==> src/sv/stc_pkg.sv <==
// Package with compare codes, register indexes and lane helpers for the stencil texel converter.
package stc_pkg;

  typedef enum logic [2:0] {
    CMP_NEVER    = 3'd0,
    CMP_LESS     = 3'd1,
    CMP_EQUAL    = 3'd2,
    CMP_LEQUAL   = 3'd3,
    CMP_GREATER  = 3'd4,
    CMP_NOTEQUAL = 3'd5,
    CMP_GEQUAL   = 3'd6,
    CMP_ALWAYS   = 3'd7
  } cmp_func_e;

  localparam int unsigned CfgIdxW = 2;

  typedef enum logic [CfgIdxW-1:0] {
    REG_COMPARE_FUNC    = 2'd0,
    REG_REFERENCE_VALUE = 2'd1,
    REG_READ_MASK       = 2'd2,
    REG_EIGHT_BIT_MODE  = 2'd3
  } cfg_reg_e;

  localparam int unsigned WordW    = 32;
  localparam int unsigned ByteW    = 8;
  localparam int unsigned NibW     = 4;
  localparam int unsigned NumBytes = WordW / ByteW;
  localparam int unsigned NumNibs  = WordW / NibW;

  localparam logic [ByteW-1:0] ByteMax = 8'hff;
  localparam logic [ByteW-1:0] NibMax  = 8'h0f;

  typedef struct packed {
    cmp_func_e        func;
    logic [ByteW-1:0] mask;
    logic [ByteW-1:0] mref;
    logic             wide;
  } stc_ctrl_t;

endpackage

==> src/sv/stc_lane_logic.sv <==
// Combinational per-lane stencil conversion and output-needed decision.
module stc_lane_logic (
  input  stc_pkg::stc_ctrl_t          ctrl_i,
  input  logic [stc_pkg::WordW-1:0]   word_i,
  output logic                        needed_o,
  output logic [stc_pkg::WordW-1:0]   texel_o
);

  logic [stc_pkg::WordW-1:0] neq_bytes;
  logic [stc_pkg::WordW-1:0] neq_nibs;
  logic [stc_pkg::WordW-1:0] wmask;
  logic [stc_pkg::NibW-1:0]  mask_nib;
  logic [stc_pkg::NibW-1:0]  mref_nib;

  assign mask_nib = ctrl_i.mask[stc_pkg::NibW-1:0];
  assign mref_nib = ctrl_i.mref[stc_pkg::NibW-1:0];

  always_comb begin
    neq_bytes = '0;
    for (int i = 0; i < stc_pkg::NumBytes; i++) begin
      neq_bytes[i*stc_pkg::ByteW] =
        ((word_i[i*stc_pkg::ByteW +: stc_pkg::ByteW] & ctrl_i.mask) != ctrl_i.mref);
    end
  end

  always_comb begin
    neq_nibs = '0;
    for (int i = 0; i < stc_pkg::NumNibs; i++) begin
      neq_nibs[i*stc_pkg::NibW] =
        ((word_i[i*stc_pkg::NibW +: stc_pkg::NibW] & mask_nib) != mref_nib);
    end
  end

  assign wmask = ctrl_i.wide ? {stc_pkg::NumBytes{ctrl_i.mask}}
                             : {stc_pkg::NumNibs{mask_nib}};

  always_comb begin
    unique case (ctrl_i.func)
      stc_pkg::CMP_ALWAYS,
      stc_pkg::CMP_NEVER:  needed_o = 1'b0;
      stc_pkg::CMP_GEQUAL: needed_o = (ctrl_i.mref != '0);
      stc_pkg::CMP_LEQUAL: needed_o = ctrl_i.wide ? (ctrl_i.mref != stc_pkg::ByteMax)
                                                  : (ctrl_i.mref != stc_pkg::NibMax);
      default:             needed_o = 1'b1;
    endcase
  end

  assign texel_o = (ctrl_i.func == stc_pkg::CMP_NOTEQUAL)
                 ? (ctrl_i.wide ? neq_bytes : neq_nibs)
                 : (word_i & wmask);

endmodule

==> src/sv/stencil_texel_converter.sv <==
// Top level of the stencil texel converter: config registers, input and result registers.
// Usage:
//   Configuration: write cfg_index_i/cfg_data_i with cfg_valid_i; cfg_ready_o is always
//   high, so each write is taken when it is presented. Indexes beyond the register list
//   are dropped. Write only while the block is idle.
//   Command channel: present stencil_word_i with start_i; it is taken when busy_o is
//   low. busy_o stays low, so one word is accepted every cycle.
//   Results: texel_word_o is shown for one cycle with done_o high, once the word has
//   passed the input register, then the result register. Words whose compare case
//   needs no texture produce no done_o pulse.
//   Throughput is one word per cycle: the lane compare and masking logic sits in a
//   single stage between the input register and the result register.
//   The receiver cannot stall; every result is taken in the cycle it is shown.
//   Reset (rst_ni low, asynchronous) clears the pipeline valid flags and loads the
//   register defaults: compare always, reference 0, read mask 0xff, 4-bit mode.
module stencil_texel_converter (
  input  logic                          clk_i,
  input  logic                          rst_ni,
  input  logic                          cfg_valid_i,
  output logic                          cfg_ready_o,
  input  logic [stc_pkg::CfgIdxW-1:0]   cfg_index_i,
  input  logic [stc_pkg::ByteW-1:0]     cfg_data_i,
  input  logic                          start_i,
  output logic                          busy_o,
  input  logic [stc_pkg::WordW-1:0]     stencil_word_i,
  output logic                          done_o,
  output logic [stc_pkg::WordW-1:0]     texel_word_o
);

  stc_pkg::cmp_func_e        compare_func_q;
  logic [stc_pkg::ByteW-1:0] reference_value_q;
  logic [stc_pkg::ByteW-1:0] read_mask_q;
  logic                      eight_bit_mode_q;

  logic                      in_valid_q;
  logic [stc_pkg::WordW-1:0] in_word_q;
  logic                      out_valid_q;
  logic [stc_pkg::WordW-1:0] out_word_q;

  stc_pkg::stc_ctrl_t        ctrl;
  logic                      needed;
  logic [stc_pkg::WordW-1:0] texel_d;
  logic                      cfg_we;

  assign cfg_ready_o = 1'b1;
  assign busy_o      = 1'b0;
  assign cfg_we      = cfg_valid_i & cfg_ready_o;

  always_ff @(posedge clk_i or negedge rst_ni) begin
    if (!rst_ni) begin
      compare_func_q    <= stc_pkg::CMP_ALWAYS;
      reference_value_q <= '0;
      read_mask_q       <= stc_pkg::ByteMax;
      eight_bit_mode_q  <= 1'b0;
    end else if (cfg_we) begin
      unique case (stc_pkg::cfg_reg_e'(cfg_index_i))
        stc_pkg::REG_COMPARE_FUNC:    compare_func_q    <= stc_pkg::cmp_func_e'(cfg_data_i[2:0]);
        stc_pkg::REG_REFERENCE_VALUE: reference_value_q <= cfg_data_i;
        stc_pkg::REG_READ_MASK:       read_mask_q       <= cfg_data_i;
        stc_pkg::REG_EIGHT_BIT_MODE:  eight_bit_mode_q  <= cfg_data_i[0];
        default: ;
      endcase
    end
  end

  always_comb begin
    ctrl.func = compare_func_q;
    ctrl.wide = eight_bit_mode_q;
    ctrl.mask = eight_bit_mode_q ? read_mask_q : (read_mask_q & stc_pkg::NibMax);
    ctrl.mref = reference_value_q & ctrl.mask;
  end

  stc_lane_logic u_lane (
    .ctrl_i   (ctrl),
    .word_i   (in_word_q),
    .needed_o (needed),
    .texel_o  (texel_d)
  );

  always_ff @(posedge clk_i or negedge rst_ni) begin
    if (!rst_ni) begin
      in_valid_q  <= 1'b0;
      out_valid_q <= 1'b0;
    end else begin
      in_valid_q  <= start_i & ~busy_o;
      out_valid_q <= in_valid_q & needed;
    end
  end

  always_ff @(posedge clk_i) begin
    if (start_i && !busy_o) begin
      in_word_q <= stencil_word_i;
    end
    if (in_valid_q) begin
      out_word_q <= texel_d;
    end
  end

  assign done_o       = out_valid_q;
  assign texel_word_o = out_word_q;

endmodule

==> config.mk <==
export PLATFORM = sky130hd
export DESIGN_NAME = stencil_texel_converter
export DESIGN_NICKNAME = d
export VERILOG_FILES = /design/src/sv/stc_pkg.sv /design/src/sv/stc_lane_logic.sv /design/src/sv/stencil_texel_converter.sv
export SDC_FILE = /design/constraint.sdc
export NUM_CORES = 1
export LEC_CHECK = 0
export BUFFER_PORTS_ARGS = -buffer_cell sky130_fd_sc_hd__buf_2
export CORE_AREA = 2 2 111 113
export CTS_CLUSTER_SIZE = 10
export DETAILED_ROUTE_END_ITERATION = 8
export DIE_AREA = 0 0 113 115
export SETUP_SLACK_MARGIN = 0.5
export SLEW_MARGIN = 20
export SYNTH_ARGS = -nofsm -noshare
export SYNTH_HDL_FRONTEND = slang
export SYNTH_HIERARCHICAL = 1
export SYNTH_SLANG_ARGS = --single-unit
==> constraint.sdc <==
create_clock -name clk_i -period 1.7 [get_ports clk_i]
set_input_delay 0.085 -clock clk_i [delete_from_list [all_inputs] [get_ports clk_i]]
set_output_delay 0.085 -clock clk_i [all_outputs]
set_load 0.03 [all_outputs]
* Word-level counts from Yosys, hierarchy flattened
Index checks and enable logic that the tools add are counted.
Operators by class: bitwise operators 15, muxes and demuxes 6, reduce and logical (&&, ||, !) cells 8, eq/ne operators 21
Operators by type and width (count):
- 32-bit two-way mux | 2
- 8-bit bitwise AND | 5
- 32-bit bitwise AND | 1
- 4-bit bitwise AND | 8
- 4-bit inequality test | 8
- 8-bit inequality test | 4
- 29-bit two-way mux | 1
- 3-bit == test (second input constant) | 3
- 8-bit two-way mux | 1
- 8-bit by 4-bit inequality test with 1-bit output (second input constant) | 1
- 8-bit inequality test (second input constant) | 1
- 2-bit AND reduction | 4
- 8-bit nonzero test | 1
- 2-bit == test (second input constant) | 2
- 3-bit by 2-bit == test with 1-bit output (second input constant) | 1
- 3-bit logical NOT | 1
- 1-bit case mux with 3 select lines | 1
- 2-bit by 1-bit == test with 1-bit output (second input constant) | 1
- 2-bit logical NOT | 1
- 2-bit OR reduction | 1
- 1-bit bitwise AND | 1
- 1-bit two-way mux | 1
Storage, ports and cells: bits of input ports 46, register bits 86, logic and storage cells 58, output and inout bits 35

* Depth between registers and ports, before layout
Gate-level depths: netlist (run 1).
word-level depth 6, gate-level depth with buffers 7, gate-level depth less buffers 6

* Modules after synthesis
Netlist (run 1), hierarchy kept.
By module, submodules not included:
- stencil_texel_converter | times used 1, cells each 127, sequential area each 2486.1 µm², area an instance 2879.0 µm²
- stc_lane_logic | times used 1, cells each 182, sequential area each 0.0 µm², area an instance 1152.4 µm²

* Worst setup path after synthesis (run 1)
No wires, ideal clock.
path type reg-to-reg, start register read_mask_q[7] in the netlist's numbering, end register out_word_q (netlist bit texel_word_o[8]), data pin, clock period less this slack 1.706 ns, required time 1.446 ns, arrival 1.452 ns, path slack -0.006 ns, cell stages (with the launch flop) 7, buffers on the path 0, library setup time 0.254 ns, cell sequence dfstp_2 -> and2_1 -> nand2_1 -> xnor2_1 -> o41ai_1 -> nand2_1 -> a21o_1
RTL lines:
- start: declaration | RTL line stencil_texel_converter.sv:32 | logic [stc_pkg::ByteW-1:0] read_mask_q;
- start signal: assignment | RTL line stencil_texel_converter.sv:53 | read_mask_q <= stc_pkg::ByteMax;
- start signal: assignment | RTL line stencil_texel_converter.sv:59 | stc_pkg::REG_READ_MASK: read_mask_q <= cfg_data_i;
- end signal: assignment | RTL line stencil_texel_converter.sv:95 | out_word_q <= texel_d;
- end: declaration | RTL line stencil_texel_converter.sv:38 | logic [stc_pkg::WordW-1:0] out_word_q;

==> impl_metrics.tcl, run 1 <==
set metrics [dict create \
    nets 510 \
    clockRootBuffer "sky130_fd_sc_hd__clkbuf_16" \
    max-cap-violations 0 \
    post-synth-top-count-cell "sky130_fd_sc_hd__edfxtp_1" \
    hold_start "cfg_data_i[2]" \
    row_count 40 \
    achievable-frequency_mhz 557.1 \
    post_synth_inst_count 309 \
    fp.coreArea_mm2 0.01181 \
    r2r_end "texel_word_o[24]$_DFFE_PP_" \
    synth_top_family_by_area "simple AND/OR/NAND/NOR gates" \
    postRouteWirelength_mm 10.32 \
    synthesis.nets 355 \
    synthFlopType "sky130_fd_sc_hd__edfxtp_1" \
    drcViolationCount 5 \
    required_arrival_time_at_the_worst_endpoint_ps 1800 \
    hold_viol_final 0 \
    postRouteAntennaNets 0 \
    synth_compound_gate_area_share_pct 4.780 \
    maxSlewViolCount 0 \
    worst_slack_ps -95.15 \
    path_clk_slew_ps 60 \
    first_iter_violations 198 \
    clock_tree_from_tritoncts "built" \
    synthSimpleGateAreaFrac_pct 14.49 \
    gp_congestion 0.8504 \
    pin_count_of_the_biggest_net_entering_global_routing 23 \
    grtUsageTotal_pct 16.00 \
    multi_input_area_mm2 0.001748 \
    die_width_um 113 \
    yosys.area_share.adder_pct 0 \
    h-tree-depth 3 \
    arrival_ps 1900 \
    status "finished with violations" \
    post_drt_via_cell_ratio 4.789 \
    reg2regPathDepth 6 \
    worstSetupStartpoint "read_mask_q[5]$_DFFE_PN1P_" \
    placement.setup.worst_slack_ps -187.7 \
    failed_checks "design-rule violations, negative setup slack" \
    vias_in_the_first_global_route 2997 \
    tightest_hold_margin_ps 21.01 \
    synthTopCellsByArea "sky130_fd_sc_hd__edfxtp_1 48%, sky130_fd_sc_hd__dfstp_2 7.2%, sky130_fd_sc_hd__dfrtp_1 6.8%, sky130_fd_sc_hd__xnor2_1 6.1%, sky130_fd_sc_hd__mux2_2 5.6%" \
    seq_area_mm2 0.002491 \
    grt_setup_unrepaired "yes" \
    rr_startpoint "read_mask_q[5]$_DFFE_PN1P_" \
    io_pins 81 \
    cp-start-kind "flip-flop" \
    syn_area_mm2 0.004031 \
    fin_skew_ps 7.586 \
    worst-path-max-fanout 5 \
    wire_length_of_the_first_global_routing_pass_mm 15.50 \
    initial_core_util_pct 34.13 \
    clkLatencyLatePin_ps 340 \
    die_height_um 115 \
    cts-buffers-inserted 9 \
    post-synth-top-area-fraction_pct 47.67 \
    synth-warning-count 6 \
    synth-seq-area-share_pct 61.67 \
    antenna_found_initial 0 \
    design.die.area_mm2 0.01300 \
    synth.distinct_cells 32 \
    number_of_vias_after_detailed_routing 2950 \
    synth_enable_flop_cells 64 \
    synth.area.mux_share_pct 6.580 \
    drive_above_1_share_pct 48.40 \
    buffer_ports.inserted 78 \
    first_pass_iters 6 \
    cts-root-to-sink-buffers 2 \
    worst_hold_path_type "input pin to flip-flop" \
    leakage_nw 2.479 \
    drt-wirelength-per-cell_um 16.75 \
    synth.top_cells.by_count "64 x sky130_fd_sc_hd__edfxtp_1, 44 x sky130_fd_sc_hd__nand2_1, 28 x sky130_fd_sc_hd__xnor2_1" \
    clkSinkCount 86 \
    n_fill_cell 1047 \
    hold_depth 2 \
    synth-xor-area-share_pct 9.559 \
    hpwl_mm 6.759 \
    yosys_register_bits 86 \
    antenna_cells_inserted 0 \
    hold_path_end "read_mask_q[2]$_DFFE_PN1P_" \
    synth.avg_cell_area_um2 13.05 \
    layout_min_cycle_time_ps 1795 \
    setup_viol 5 \
    postSynth.asyncResetShare_pct 25.58 \
    flop_to_flop_setup_slack_ps -100 \
    worst-setup-path-type "flip-flop to flip-flop" \
    synth_area_leader_cell "sky130_fd_sc_hd__edfxtp_1" \
    vdd_drop_max_uv 459.9 \
    final_min_period_over_clock_period_pct 105.6 \
    grt_overflow_total 0 \
    end_kind "flip-flop" \
    p_per_area_mw_per_mm2 1154 \
    area.growth.synth_to_final_pct 47.86 \
]
[how the worst max path moves through the flow]
stage	to	slack [ps]	cells past startpoint
6_report	texel_word_o[24]$_DFFE_PP_	-100	6
5_1_grt	texel_word_o[24]$_DFFE_PP_	-150	6
4_1_cts	texel_word_o[24]$_DFFE_PP_	-40	6
3_5_place_dp	texel_word_o[24]$_DFFE_PP_	-190	5
3_3_place_gp	texel_word_o[24]$_DFFE_PP_	-130	5
2_1_floorplan	texel_word_o[8]$_DFFE_PP_	50	6
[what timing repair did]
action / in CTS / in global routing
pin swaps: 24 / 30
setup buffers: 10 / 9
gates cloned: 2 / 0
resized for setup: 39 / 44
endpoints found under the setup margin: 45 / 33
endpoints found under the hold margin: 55 / 0
hold buffers: 39 / 0
[routing by layer]
layer	wire length, um	vias up	track usage [%]	share of wire (%)
li1	-	1398	-	-
met1	4357	1432	19.58	42
met2	5046	99	26.23	49
met3	615	21	4.533	6.0
met4	303	0	7.805	2.9
met5	0	-	0	0
[layout by cell type (no fill, tap or decap), drive strengths merged]
master	instances
nor4	1
nor3b	1
a2111oi	1
a21o	1
o221a	1
xnor2	28
mux2	20
nand3b	2
o211a	3
clkinv	2
dfrtp	11
dlygate4sd3	39
conb	2
xor2	16
nand4	6
o41ai	5
dfstp	11
a22o	4
nor2	21
buf	121
and2	21
nand2	47
and3	4
o21ai	1
edfxtp	64
a21oi	9
clkbuf	14
and4	3
nand3	1
nor3	5
mux2i	4
[where the power goes]
part           switching [mW]  internal [mW]  total (mW)
combinational            1.12           1.05        2.17
clock                   0.767           1.16        1.93
sequential              0.172           2.61        2.78
[registers in the layout, indices dropped and copies added, names as in the netlist]
| register | count |
|---|---|
| eight_bit_mode_q | 1 |
| texel_word_o | 32 |
| read_mask_q | 8 |
| compare_func_q | 3 |
| in_word_q | 32 |
| reference_value_q | 8 |
| done_o | 1 |
| in_valid_q | 1 |
[area by class of cell]
type                            instances  area share (%)
Clock inverter                          2          0.2309
Tap cell                              147           3.086
Timing Repair Buffer                  160           20.78
Clock buffer                           14           4.786
Sequential cell                        86           41.79
Multi-Input combinational cell        207           29.32
[cell families after synthesis]
logic type,Yosys count
other,2
flip-flops,86
XOR/XNOR,44
multiplexers,24
AO/OA/AOI/OAI,25
buffers and inverters,17
AND/OR/NAND/NOR,111
[worst max-delay path: stages, from the launching register on]
cell and delay, ps:
sky130_fd_sc_hd__dfstp_2 540, sky130_fd_sc_hd__and2_4 180, sky130_fd_sc_hd__nand2_2 70, sky130_fd_sc_hd__xnor2_2 150, sky130_fd_sc_hd__o41ai_2 370, sky130_fd_sc_hd__o211a_1 200
sky130_fd_sc_hd__nor2_1 40
[per-stage QoR]
stage               setup TNS [ps]  util [%]  power, mW  cell area (um2)  instances
global route                -572.4     50.47      7.181             5961        616
detailed placement          -707.5     40.18      4.449             4746        540
finish                      -343.2     50.47      6.876             5961        616
global placement            -475.9     40.18      4.416             4746        540
floorplan                        0         -      3.947             4109        309
CTS                         -129.1     48.28      6.695             5703        607
No activity file was read; power rests on OpenSTA's default activity.
==> run 2: changes to the inputs <==
CORE_AREA = 4 4 111 113   (was 2 2 111 113)
DIE_AREA = 0 0 115 117   (was 0 0 113 115)
SYNTH_HIERARCHICAL = not set   (was 1)
==> run 2 against run 1 <==
The flow now finishes without violations. Synthesized area decreased by 3.4%. Synthesized cell count decreased by 10%. Total power decreased by 7.6%. Worst setup slack improved by 320 ps. Combinational power decreased by 21%. Cell count decreased by 7.5%. Final area decreased by 7.2%. Critical endpoint is now texel_word_o[20]$_DFFE_PP_.
==> impl_metrics.tcl, run 2 <==
set metrics [dict create \
    antenna_cells_inserted 0 \
    clkLatencyLatePin_ps 330 \
    fp.coreArea_mm2 0.01132 \
    grt_setup_unrepaired "yes" \
    drcViolationCount 0 \
    arrival_ps 1560 \
    layout_common_cells "78 x sky130_fd_sc_hd__buf_2, 64 x sky130_fd_sc_hd__edfxtp_1, 46 x sky130_fd_sc_hd__xor2_1" \
    synth-warning-count 0 \
    post_drt_via_cell_ratio 4.900 \
    postSynth.asyncResetShare_pct 25.58 \
    timing.critical_path.slowest_cell_delay_ps 450 \
    grtUsageTotal_pct 15.26 \
    end_kind "flip-flop" \
    status "finished, final reports clean" \
    placement.setup.worst_slack_ps 57.69 \
    pin_count_of_the_biggest_net_entering_global_routing 23 \
    syn_area_mm2 0.003892 \
    worst-setup-path-type "flip-flop to flip-flop" \
    die_width_um 115 \
    worst-path-max-fanout 5 \
    required_arrival_time_at_the_worst_endpoint_ps 1780 \
    final_min_period_over_clock_period_pct 87.04 \
    p_per_area_mw_per_mm2 1148 \
    synthTopCellsByArea "sky130_fd_sc_hd__edfxtp_1 49%, sky130_fd_sc_hd__xor2_1 11%, sky130_fd_sc_hd__dfstp_2 7.4%, sky130_fd_sc_hd__dfrtp_1 7.1%, sky130_fd_sc_hd__mux2_2 5.5%" \
    achievable-frequency_mhz 675.8 \
    n_fill_cell 993 \
    synth_enable_flop_cells 64 \
    antenna_found_initial 0 \
    layout_min_cycle_time_ps 1480 \
    postRouteWirelength_mm 9.863 \
    clockRootBuffer "sky130_fd_sc_hd__clkbuf_16" \
    first_iter_violations 133 \
    synth.distinct_cells 32 \
    yosys_register_bits 86 \
    max-cap-violations 0 \
    worstPathCellList "buf_4 > xor2_1 > a22oi_1 > nand2_1 > a22o_1" \
    row_count 39 \
    postRouteAntennaNets 0 \
    synthesis.nets 323 \
    hpwl_mm 6.481 \
    r2r_end "texel_word_o[20]$_DFFE_PP_" \
    cp-start-kind "flip-flop" \
    cts-root-to-sink-buffers 2 \
    drt-wirelength-per-cell_um 17.30 \
    fin_setup_tns_ps 0 \
    maxSlewViolCount 0 \
    reg2regPathDepth 5 \
    flop_to_flop_setup_slack_ps 220 \
    vias_in_the_first_global_route 2961 \
    leakage_nw 2.293 \
    cts-buffers-inserted 9 \
    hold_path_end "reference_value_q[3]$_DFFE_PN0P_" \
    fin_skew_ps 6.287 \
    hold_start "cfg_data_i[3]" \
    vdd_drop_max_uv 486.0 \
    buffer_ports.inserted 78 \
    clkSinkCount 86 \
    nets 469 \
    initial_core_util_pct 34.38 \
    drive_above_1_share_pct 45.90 \
    finalNonFillerCells 570 \
    io_pins 81 \
    post-synth-top-area-fraction_pct 49.37 \
    clock_tree_from_tritoncts "built" \
    worst-slew-pin-transition_ps 505.3 \
    wire_length_of_the_first_global_routing_pass_mm 15.48 \
    post-synth-top-count-cell "sky130_fd_sc_hd__edfxtp_1" \
    grt_overflow_total 0 \
    hold_depth 2 \
    design.die.area_mm2 0.01346 \
    rr_startpoint "reference_value_q[2]$_DFFE_PN0P_" \
    post_synth_inst_count 277 \
    worst_slack_ps 220.3 \
    dpl-instance-area_mm2 0.004472 \
    setup_viol 0 \
    synth_area_leader_cell "sky130_fd_sc_hd__edfxtp_1" \
    first_pass_iters 4 \
    cp_slowest_cell "sky130_fd_sc_hd__dfrtp_2" \
    number_of_vias_after_detailed_routing 2793 \
    slew_margin_rel_pct 66.24 \
    hold_viol_final 0 \
    area.growth.synth_to_final_pct 42.08 \
    worst_hold_path_type "input pin to flip-flop" \
    synth.avg_cell_area_um2 14.05 \
    die_height_um 117 \
    synthFlopType "sky130_fd_sc_hd__edfxtp_1" \
    dp.cells 489 \
    gp_congestion 0.8455 \
    totalPowerFinal_mw 6.350 \
    synth-seq-area-share_pct 63.87 \
    synth.top_cells.by_count "64 x sky130_fd_sc_hd__edfxtp_1, 48 x sky130_fd_sc_hd__xor2_1, 19 x sky130_fd_sc_hd__mux2_2" \
    final_cell_area_mm2 0.005530 \
    h-tree-depth 3 \
    path_clk_slew_ps 60 \
    layout.cells.most_common "sky130_fd_sc_hd__buf_2" \
]
run 2: worst max path at each step:
| stage | startpoint | end | cells after the start |
|---|---|---|---|
| 6_report | reference_value_q[2]$_DFFE_PN0P_ | texel_word_o[20]$_DFFE_PP_ | 5 |
| 5_1_grt | reference_value_q[2]$_DFFE_PN0P_ | texel_word_o[16]$_DFFE_PP_ | 4 |
| 4_1_cts | read_mask_q[6]$_DFFE_PN1P_ | done_o$_DFF_PN0_ | 4 |
| 3_5_place_dp | reference_value_q[1]$_DFFE_PN0P_ | texel_word_o[24]$_DFFE_PP_ | 3 |
| 3_3_place_gp | reference_value_q[1]$_DFFE_PN0P_ | texel_word_o[24]$_DFFE_PP_ | 3 |
| 2_1_floorplan | compare_func_q[0]$_DFFE_PN1P_ | texel_word_o[11]$_SDFFCE_PP0P_ | 5 |
run 2: layer usage:
| metal | global-route usage (%) | part of all wire, % | vias to the layer above | routed length, um |
|---|---|---|---|---|
| li1 | - | - | 1321 | - |
| met1 | 19.39 | 43 | 1381 | 4255 |
| met2 | 25.12 | 50 | 74 | 4907 |
| met3 | 3.599 | 4.8 | 17 | 471 |
| met4 | 6.416 | 2.3 | 0 | 228 |
| met5 | 0 | 0 | - | 0 |
run 2: cell families after synthesis:
kind of cell,after synthesis,share of synthesized area (%)
flip-flops,86,63.87
AND/OR/NAND/NOR,50,7.039
AO/OA/AOI/OAI,48,9.033
XOR/XNOR,48,10.80
multiplexers,23,6.525
buffers and inverters,20,2.540
other,2,0.1929
run 2: power breakdown:
group	switching, mW	internal [mW]
clock network	0.705	0.969
logic	0.835	0.878
registers	0.339	2.62
run 2: what timing repair did:
| action | 4_1_cts | 5_1_grt |
|---|---|---|
| buffers inserted | 16 | 11 |
| endpoints found under the setup margin | 33 | 49 |
| hold buffers | 37 | 0 |
| hold endpoints to repair | 48 | 0 |
| resized for setup | 22 | 42 |
| pin swaps | 6 | 41 |
| gates cloned | 2 | 0 |
run 2: layout make-up:
cell class / count / area [um2] / area share (%)
Clock inverter: 3 / 12.51 / 0.2262
Timing Repair Buffer: 151 / 1130 / 20.43
Sequential cell: 86 / 2509 / 45.36
Inverter: 2 / 7.507 / 0.1357
Clock buffer: 12 / 236.5 / 4.276
Multi-Input combinational cell: 173 / 1456 / 26.33
Tap cell: 143 / 178.9 / 3.235
run 2: stage by stage:
stage,hold slack [ps],util (%)
after floorplan,-210.6,-
after global placement,62.01,39.50
after detailed placement,77.16,39.50
after CTS,5.218,46.75
after global routing,10.21,48.85
final,14.85,48.85
run 2: critical path: cells and delay by family, from the launching register on:
kind | cells | cell delay [ps]
DFF | 1 | 450
AOI/OAI and AO/OA | 2 | 370
buffers and inverters | 1 | 190
xor gates and xnor gates | 1 | 150
and+or+nand+nor | 1 | 70
